`src/rtl/core/json_string_escaper_assert.svh`:
```
// Assertion macros for the JSON string escaper.
// Both sample on the rising edge of clk and are off while rst is high.
`ifndef JSON_STRING_ESCAPER_ASSERT_SVH
`define JSON_STRING_ESCAPER_ASSERT_SVH

// Check that the consequent holds in the same cycle as the antecedent.
`define JSE_ASSERT_NOW(label, ante, cons, msg) \
  label: assert property (@(posedge clk) disable iff (rst) (ante) |-> (cons)) \
    else $error(msg);

// Check that the consequent holds in the cycle after the antecedent.
`define JSE_ASSERT_NEXT(label, ante, cons, msg) \
  label: assert property (@(posedge clk) disable iff (rst) (ante) |=> (cons)) \
    else $error(msg);

`endif

```
`src/rtl/core/jse_pkg.sv`:
```
`default_nettype none

package jse_pkg;

  // Input transaction
  typedef struct packed {
    logic [7:0]  text_byte;
    logic        first_of_string;
    logic [15:0] start_offset;
  } in_t;

  // Output transaction
  typedef struct packed {
    logic [7:0]  out_byte;
    logic [15:0] out_position;
    logic        byte_valid;
    logic        last_of_run;
    logic [15:0] fill_after;
  } out_t;

  // How one input byte is expanded
  typedef enum logic [1:0] {
    KIND_DROP,
    KIND_PLAIN,
    KIND_ESC2,
    KIND_HEX6
  } kind_t;

  // Work item passed from the classifier to the emitter
  typedef struct packed {
    kind_t       kind;
    logic [7:0]  data;        // plain byte, escape letter, or control byte
    logic [15:0] position;    // fill position before this byte
    logic [15:0] fill_after;  // fill position after this byte
  } entry_t;

  localparam logic [7:0] CH_BSLASH = 8'h5C;
  localparam logic [7:0] CH_QUOTE  = 8'h22;
  localparam logic [7:0] CH_LF     = 8'h0A;
  localparam logic [7:0] CH_CR     = 8'h0D;
  localparam logic [7:0] CH_TAB    = 8'h09;
  localparam logic [7:0] CH_N      = 8'h6E;
  localparam logic [7:0] CH_R      = 8'h72;
  localparam logic [7:0] CH_T      = 8'h74;
  localparam logic [7:0] CH_U      = 8'h75;
  localparam logic [7:0] CH_ZERO   = 8'h30;
  localparam logic [7:0] CH_A      = 8'h61;
  localparam logic [7:0] CTRL_LIMIT = 8'h20;

  // Number of output bytes for each kind (a drop still yields one report)
  function automatic logic [2:0] kind_len(input kind_t kind);
    logic [2:0] len;
    unique case (kind)
      KIND_DROP:  len = 3'd1;
      KIND_PLAIN: len = 3'd1;
      KIND_ESC2:  len = 3'd2;
      KIND_HEX6:  len = 3'd6;
      default:    len = 3'd1;
    endcase
    return len;
  endfunction

  // Lowercase hex digit of a nibble
  function automatic logic [7:0] hex_digit(input logic [3:0] nib);
    logic [7:0] ch;
    if (nib < 4'd10) begin
      ch = CH_ZERO + {4'd0, nib};
    end else begin
      ch = CH_A + {4'd0, nib - 4'd10};
    end
    return ch;
  endfunction

  // Byte number idx of the escaped form of an entry
  function automatic logic [7:0] seq_byte(input entry_t e, input logic [2:0] idx);
    logic [7:0] ch;
    ch = 8'h00;
    unique case (e.kind)
      KIND_DROP:  ch = 8'h00;
      KIND_PLAIN: ch = e.data;
      KIND_ESC2:  ch = (idx == 3'd0) ? CH_BSLASH : e.data;
      KIND_HEX6: begin
        case (idx)
          3'd0:    ch = CH_BSLASH;
          3'd1:    ch = CH_U;
          3'd2:    ch = CH_ZERO;
          3'd3:    ch = CH_ZERO;
          3'd4:    ch = hex_digit(e.data[7:4]);
          default: ch = hex_digit(e.data[3:0]);
        endcase
      end
      default:    ch = 8'h00;
    endcase
    return ch;
  endfunction

endpackage

`default_nettype wire

```
`src/rtl/core/jse_front.sv`:
```
`default_nettype none

module jse_front
  import jse_pkg::*;
(
  input  wire logic        clk,
  input  wire logic        rst,
  input  wire logic        in_valid,
  output logic             in_ready,
  input  wire in_t         in_data,
  input  wire logic        cfg_write,
  input  wire logic [15:0] cfg_data,
  output logic             push,
  output entry_t           push_entry,
  input  wire logic        q_ready
);

  logic [15:0] buffer_size;
  logic [15:0] fill_count;
  logic [15:0] fill_base;
  logic        room2;
  logic        room6;
  kind_t       kind;
  logic [7:0]  data;

  assign in_ready = q_ready;
  assign push     = in_valid && q_ready;

  // Pick the fill position and check capacity without wrap
  always_comb begin
    fill_base = in_data.first_of_string ? in_data.start_offset : fill_count;
    room2 = ({1'b0, fill_base} + 17'd2) < {1'b0, buffer_size};
    room6 = ({1'b0, fill_base} + 17'd6) < {1'b0, buffer_size};
  end

  // Classify the byte
  always_comb begin
    kind = KIND_PLAIN;
    data = in_data.text_byte;
    if (in_data.text_byte == 8'h00 || !room2) begin
      kind = KIND_DROP;
    end else begin
      unique case (in_data.text_byte)
        CH_BSLASH: begin kind = KIND_ESC2; data = CH_BSLASH; end
        CH_QUOTE:  begin kind = KIND_ESC2; data = CH_QUOTE;  end
        CH_LF:     begin kind = KIND_ESC2; data = CH_N;      end
        CH_CR:     begin kind = KIND_ESC2; data = CH_R;      end
        CH_TAB:    begin kind = KIND_ESC2; data = CH_T;      end
        default: begin
          if (in_data.text_byte < CTRL_LIMIT) begin
            kind = room6 ? KIND_HEX6 : KIND_DROP;
          end else begin
            kind = KIND_PLAIN;
          end
        end
      endcase
    end
  end

  // Build the work item
  always_comb begin
    push_entry.kind     = kind;
    push_entry.data     = data;
    push_entry.position = fill_base;
    if (kind == KIND_DROP) begin
      push_entry.fill_after = fill_base;
    end else begin
      push_entry.fill_after = fill_base + {13'd0, kind_len(kind)};
    end
  end

  // Hold the size register and advance the fill position
  always_ff @(posedge clk) begin
    if (rst) begin
      buffer_size <= 16'hFFFF;
      fill_count  <= 16'd0;
    end else begin
      if (cfg_write) begin
        buffer_size <= cfg_data;
      end
      if (push) begin
        fill_count <= push_entry.fill_after;
      end
    end
  end

endmodule

`default_nettype wire

```
`src/rtl/core/jse_queue.sv`:
```
`default_nettype none

module jse_queue
  import jse_pkg::*;
#(
  parameter int DEPTH = 2
) (
  input  wire logic   clk,
  input  wire logic   rst,
  input  wire logic   push,
  input  wire entry_t push_entry,
  output logic        q_ready,
  input  wire logic   pop,
  output logic        q_valid,
  output entry_t      head
);

  localparam int PTR_W = (DEPTH > 1) ? $clog2(DEPTH) : 1;
  localparam int CNT_W = $clog2(DEPTH + 1);

  entry_t           slots [DEPTH];
  logic [PTR_W-1:0] wr_ptr;
  logic [PTR_W-1:0] rd_ptr;
  logic [CNT_W-1:0] count;

  assign q_ready = (count != CNT_W'(DEPTH));
  assign q_valid = (count != '0);
  assign head    = slots[rd_ptr];

  // Store the pushed entry
  always_ff @(posedge clk) begin
    if (push) begin
      slots[wr_ptr] <= push_entry;
    end
  end

  // Advance pointers and occupancy
  always_ff @(posedge clk) begin
    if (rst) begin
      wr_ptr <= '0;
      rd_ptr <= '0;
      count  <= '0;
    end else begin
      if (push) begin
        wr_ptr <= (wr_ptr == PTR_W'(DEPTH - 1)) ? '0 : wr_ptr + 1'b1;
      end
      if (pop) begin
        rd_ptr <= (rd_ptr == PTR_W'(DEPTH - 1)) ? '0 : rd_ptr + 1'b1;
      end
      if (push && !pop) begin
        count <= count + 1'b1;
      end else if (pop && !push) begin
        count <= count - 1'b1;
      end
    end
  end

endmodule

`default_nettype wire

```
`src/rtl/core/jse_back.sv`:
```
`default_nettype none

module jse_back
  import jse_pkg::*;
(
  input  wire logic   clk,
  input  wire logic   rst,
  input  wire logic   q_valid,
  input  wire entry_t head,
  output logic        pop,
  output logic        out_valid,
  input  wire logic   out_ready,
  output out_t        out_data
);

  logic [2:0] beat;
  logic       load;
  logic       last;
  out_t       result;

  assign load = q_valid && (!out_valid || out_ready);
  assign last = (beat == kind_len(head.kind) - 3'd1);
  assign pop  = load && last;

  // Form the next output byte of the head entry
  always_comb begin
    result.fill_after = head.fill_after;
    result.last_of_run = last;
    if (head.kind == KIND_DROP) begin
      result.out_byte     = 8'h00;
      result.out_position = head.position;
      result.byte_valid   = 1'b0;
    end else begin
      result.out_byte     = seq_byte(head, beat);
      result.out_position = head.position + {13'd0, beat};
      result.byte_valid   = 1'b1;
    end
  end

  // Load the output register and step through the entry
  always_ff @(posedge clk) begin
    if (rst) begin
      out_valid <= 1'b0;
      beat      <= 3'd0;
    end else begin
      if (load) begin
        out_valid <= 1'b1;
        beat      <= last ? 3'd0 : beat + 3'd1;
      end else if (out_ready) begin
        out_valid <= 1'b0;
      end
    end
  end

  always_ff @(posedge clk) begin
    if (load) begin
      out_data <= result;
    end
  end

endmodule

`default_nettype wire

```
`src/rtl/core/json_string_escaper.sv`:
```
// Channel   Dir  Handshake               Payload
// in        in   in_valid / in_ready     in_data  (jse_pkg::in_t)
// out       out  out_valid / out_ready   out_data (jse_pkg::out_t)
// cfg       in   cfg_write               cfg_data (buffer size, 16 bits)
//
// A plain byte or a dropped byte yields one output per cycle while out_ready is
// high; a two-byte escape yields two outputs and a \u00xx escape six, issued in
// turn from the emitter's one output register. The classifier runs ahead through
// a small queue, so input stalls only once that queue is full. An accepted byte
// passes through a queue slot, then the output register. Reset (rst, synchronous)
// empties the queue, sets the size to 65535 and the fill position to 0.
`default_nettype none

module json_string_escaper
  import jse_pkg::*;
#(
  parameter int QUEUE_DEPTH = 2
) (
  input  wire logic        clk,
  input  wire logic        rst,
  input  wire logic        in_valid,
  output logic             in_ready,
  input  wire in_t         in_data,
  output logic             out_valid,
  input  wire logic        out_ready,
  output out_t             out_data,
  input  wire logic        cfg_write,
  input  wire logic [15:0] cfg_data
);

  logic   push;
  entry_t push_entry;
  logic   q_ready;
  logic   q_valid;
  logic   pop;
  entry_t head;

  jse_front u_front (
    .clk        (clk),
    .rst        (rst),
    .in_valid   (in_valid),
    .in_ready   (in_ready),
    .in_data    (in_data),
    .cfg_write  (cfg_write),
    .cfg_data   (cfg_data),
    .push       (push),
    .push_entry (push_entry),
    .q_ready    (q_ready)
  );

  jse_queue #(
    .DEPTH (QUEUE_DEPTH)
  ) u_queue (
    .clk        (clk),
    .rst        (rst),
    .push       (push),
    .push_entry (push_entry),
    .q_ready    (q_ready),
    .pop        (pop),
    .q_valid    (q_valid),
    .head       (head)
  );

  jse_back u_back (
    .clk       (clk),
    .rst       (rst),
    .q_valid   (q_valid),
    .head      (head),
    .pop       (pop),
    .out_valid (out_valid),
    .out_ready (out_ready),
    .out_data  (out_data)
  );

  `include "json_string_escaper_assert.svh"

  // A dropped byte reports as the only output of its transaction
  `JSE_ASSERT_NOW(a_drop_is_last, out_valid && !out_data.byte_valid, out_data.last_of_run, "dropped byte not marked last")

  // Bytes of one escape go to consecutive positions without a gap
  `JSE_ASSERT_NEXT(a_run_contiguous, out_valid && out_ready && out_data.byte_valid && !out_data.last_of_run, out_valid && out_data.out_position == 16'($past(out_data.out_position) + 16'd1), "escape bytes not contiguous")

  // Fill position after the byte stays the same across its run
  `JSE_ASSERT_NEXT(a_run_fill_same, out_valid && out_ready && !out_data.last_of_run, out_data.fill_after == $past(out_data.fill_after), "fill_after changed within run")

  // The emitter only retires an entry that is present
  `JSE_ASSERT_NOW(a_pop_nonempty, pop, q_valid, "pop from empty queue")

endmodule

`default_nettype wire
```
`config.mk`:
```
export PLATFORM = sky130hd
export DESIGN_NAME = json_string_escaper
export DESIGN_NICKNAME = d
export VERILOG_FILES = /design/src/rtl/core/jse_pkg.sv /design/src/rtl/core/jse_front.sv /design/src/rtl/core/jse_queue.sv /design/src/rtl/core/jse_back.sv /design/src/rtl/core/json_string_escaper.sv
export VERILOG_INCLUDE_DIRS = /design/src /design/src/rtl/core
export SDC_FILE = /design/constraint.sdc
export NUM_CORES = 1
export LEC_CHECK = 0
export ABC_AREA = 1
export BUFFER_PORTS_ARGS = -buffer_cell sky130_fd_sc_hd__buf_2
export CAP_MARGIN = 0
export CORE_UTILIZATION = 40
export DETAILED_ROUTE_END_ITERATION = 10
export GPL_ROUTABILITY_DRIVEN = 0
export MAX_ROUTING_LAYER = met4
export SLEW_MARGIN = 20
export SYNTH_ARGS = -nofsm -noshare
export SYNTH_HDL_FRONTEND = slang
export SYNTH_SLANG_ARGS = --single-unit
```
`constraint.sdc`:
```
create_clock -name clk -period 7 [get_ports clk]
set_input_delay 1.4 -clock clk [delete_from_list [all_inputs] [get_ports clk]]
set_output_delay 1.4 -clock clk [all_outputs]
set_load 0.1 [all_outputs]
```
==> results.json <==
{
  "synth_fp_nets": 1101,
  "ff2ff_path_depth": 28,
  "reg2reg_to": "u_queue.slots[0][10]$_DFFE_PP_",
  "async_flop_share": 0,
  "crit_start": "in_data[16]",
  "h-tree-depth": 4,
  "yosys_warnings": 0,
  "p_per_area_nw_per_um2": 430.9,
  "crit_cells": 29,
  "crit_family": "simple AND/OR/NAND/NOR gates",
  "yosys.cell_types.count": 51,
  "regToRegStartpoint": "u_front.fill_count[1]$_SDFFE_PP0P_",
  "postPlaceCellArea_sq_um": 9884,
  "wl_met2_mm": 9.376,
  "leakage_nw": 4.755,
  "portBuffers": 89,
  "hold_buffers": 0,
  "min_period_over_period": 0.8734,
  "final.setup.worst_slack_ns": 0.8863,
  "tightest_slew_ns": 0.8422,
  "cts_resized": 0,
  "worstPathRequired_ns": 7.17,
  "nNetsFinal": 1189,
  "die_w_microns": 153.3,
  "dpl.hpwl_mm": 14.65,
  "cp_num_buf_inv": 5,
  "status": "finished clean",
  "dieArea_sq_um": 23510,
  "endpoint": "u_queue.slots[0][10]$_DFFE_PP_",
  "slew_violations": 0,
  "routed_wl_mm": 20.26,
  "synthSimpleGateAreaFrac": 0.2001,
  "min_path_type": "reg -> reg",
  "skew_ns": 0.008536,
  "worstSetupStartpointType": "input pin",
  "cts_setup_buffers": 0,
  "drt_iter0_drc": 427,
  "vias": 6921,
  "drcViolationCount": 0,
  "p_total_w": 0.004516,
  "relSlewSlack": 0.4372,
  "wl_per_cell_microns": 14.55,
  "num_io_pins": 90,
  "synth_edf_count": 126,
  "tritoncts": "yes",
  "synthCells": 1006,
  "grt_pass1_wl_mm": 32.76,
  "synth_xor_area_frac": 0.05259,
  "cts.path.max_buffers": 2,
  "rsz0062_at_grt": "false",
  "start_util": 0.4058,
  "die-height_microns": 153.3,
  "critPathKind": "in -> reg",
  "cts_made_buffers": 17,
  "post-route-util": 0.4644,
  "place_ws_ns": 0.4706,
  "cp_common_cell": "nand2_1",
  "slowest_stage": "buf_2",
  "final_antenna_net_count": 0,
  "max-vdd-ir-drop_uv": 210.3,
  "synth_compound_area_frac": 0.09097,
  "setup-violations-final": 0,
  "synth_top_family_by_area": "simple AND/OR/NAND/NOR gates",
  "grt_use_total": 0.1849,
  "root_buffer": "clkbuf_16",
  "route.met3.wl_mm": 1.056,
  "final.min_clock_period_ns": 6.114,
  "row_count": 55,
  "wl_met1_mm": 9.583,
  "final_area_sq_um": 10480,
  "core_area_sq_um": 22570,
  "synth.ff_latch_count": 167,
  "first_pass_iters": 5,
  "routed.top_layer": "met4",
  "setup_tns_ns": 0,
  "muxShareOfSynthArea": 0.009835,
  "max_stage_delay_ns": 0.52,
  "ys.flop_type": "edfxtp_1",
  "grt_pass1_vias": 6438,
  "grt-ovfl-total": 0,
  "grt_max_degree": 48,
  "n_fill_cell": 2194,
  "synthAdderAreaFrac": 0.06857,
  "ys_seq_area_frac": 0.5027,
  "area_delta_synth_final_pct": 14.42,
  "antenna_found_initial": 0,
  "clock-sinks": 167,
  "end_kind": "register",
  "rrSetupSlack_ns": 2.04,
  "seq_area_sq_um": 4604,
  "worstPathMaxFanout": 25,
  "clock_latency_ns": 0.43,
  "drive_above_1_share": 0.1698,
  "min_from": "u_front.buffer_size[1]$_SDFFE_PP1P_",
  "syn_area_per_cell_sq_um": 9.105,
  "diodes": 0,
  "avgViaCountPerCell": 4.972,
  "synth_area_sq_um": 9160,
  "fmax_mhz": 163.6,
  "multi_input_comb_area_sq_um": 3892,
  "clk_pin_slew_ns": 0.07,
  "cp.arrival_ns": 6.29,
  "hold_violations": 0,
  "drv_cap": 0
}
[stage by stage]
stage / instances / hold WS [ns]
after floorplan: 1006 / 0.4393
after global placement: 1360 / 0.4568
after detailed placement: 1360 / 0.4651
after CTS: 1392 / 0.4768
after global routing: 1392 / 0.5104
final: 1392 / 0.4734
[layout by cell type, fill, tap and decap left out, types with 44 or more instances in the layout]
cell / count
a21oi_1: 52
buf_2: 89
edfxtp_1: 126
ha_1: 47
inv_1: 138
nand2_1: 224
nand3_1: 55
nor2_1: 70
o21ai_0: 44
xor2_1: 50
[where the power goes]
part,internal [W],switching [W],total (W)
sequential,0.00142,0.0000629,0.00148
combinational,0.000413,0.00168,0.00209
clock,0.000535,0.000410,0.000945
total,0.00236,0.00215,0.00452
[logic make-up (layout without fill, tap and decap cells)]
family / Yosys count / after routing
and+or+nand+nor: 419 / 419
buffers and inverters: 169 / 270
DFF: 167 / 167
AOI/OAI and AO/OA: 138 / 138
xor gates and xnor gates: 55 / 55
adders and majority gates: 49 / 49
muxes: 9 / 9
[worst register-to-register path: cells and delay by family (launching register included)]
kind                     cells  cell delay (ns)
AO/OA/AOI/OAI                3             0.81
buffers and inverters        5             0.46
XOR/XNOR                     2             0.37
AND/OR/NAND/NOR             14             1.62
adder cells (fa/ha/maj)      4             1.15
flip-flops                   1             0.31
[routing by layer]
metal  vias to the layer above  global-route usage
li1                       3506                   -
met1                      3204              0.2362
met2                       189              0.2996
met3                        22             0.03487
met4                         0             0.05002
met5                         -                   -
[cell usage after synthesis (all sizes together), types with 5 or more instances]
cell type | n | area (sq um)
nand2 | 244 | 994.7
inv | 142 | 533.0
edfxtp | 126 | 3784
nor2 | 76 | 300.3
o21ai | 60 | 367.9
nand3 | 55 | 275.3
a21oi | 54 | 281.5
xor2 | 50 | 437.9
ha | 47 | 588.1
dfxtp | 41 | 820.8
nor3 | 19 | 106.4
or2 | 15 | 93.84
buf | 14 | 107.6
clkbuf | 13 | 48.80
mux2i | 9 | 90.09
xnor2 | 5 | 43.79
[state kept, by name, summed over array words and instances, names as in the netlist, 2 cells and up, named ones only]
signal,cells
u_back.beat,3
u_back.out_data,42
u_front.buffer_size,16
u_front.fill_count,16
u_queue.count,2
u_queue.slots,84
[cell type report]
| cell class | instances | share of cell area |
|---|---|---|
| Timing Repair Buffer | 96 | 0.04751 |
| Tap cell | 285 | 0.03402 |
| Clock buffer | 17 | 0.04059 |
| Clock inverter | 15 | 0.01635 |
| Multi-Input combinational cell | 670 | 0.3714 |
| Inverter | 142 | 0.05085 |
| Sequential cell | 167 | 0.4393 |
[worst min path at each step]
stage | to | depth (start not counted)
after floorplan | u_front.buffer_size[1]$_SDFFE_PP1P_ | 2
after global placement | u_front.buffer_size[1]$_SDFFE_PP1P_ | 2
after detailed placement | u_front.buffer_size[1]$_SDFFE_PP1P_ | 2
after CTS | u_front.buffer_size[1]$_SDFFE_PP1P_ | 2
after global routing | u_front.buffer_size[1]$_SDFFE_PP1P_ | 2
final | u_front.buffer_size[1]$_SDFFE_PP1P_ | 2
Note: power is estimated with default switching activity, not from simulation.
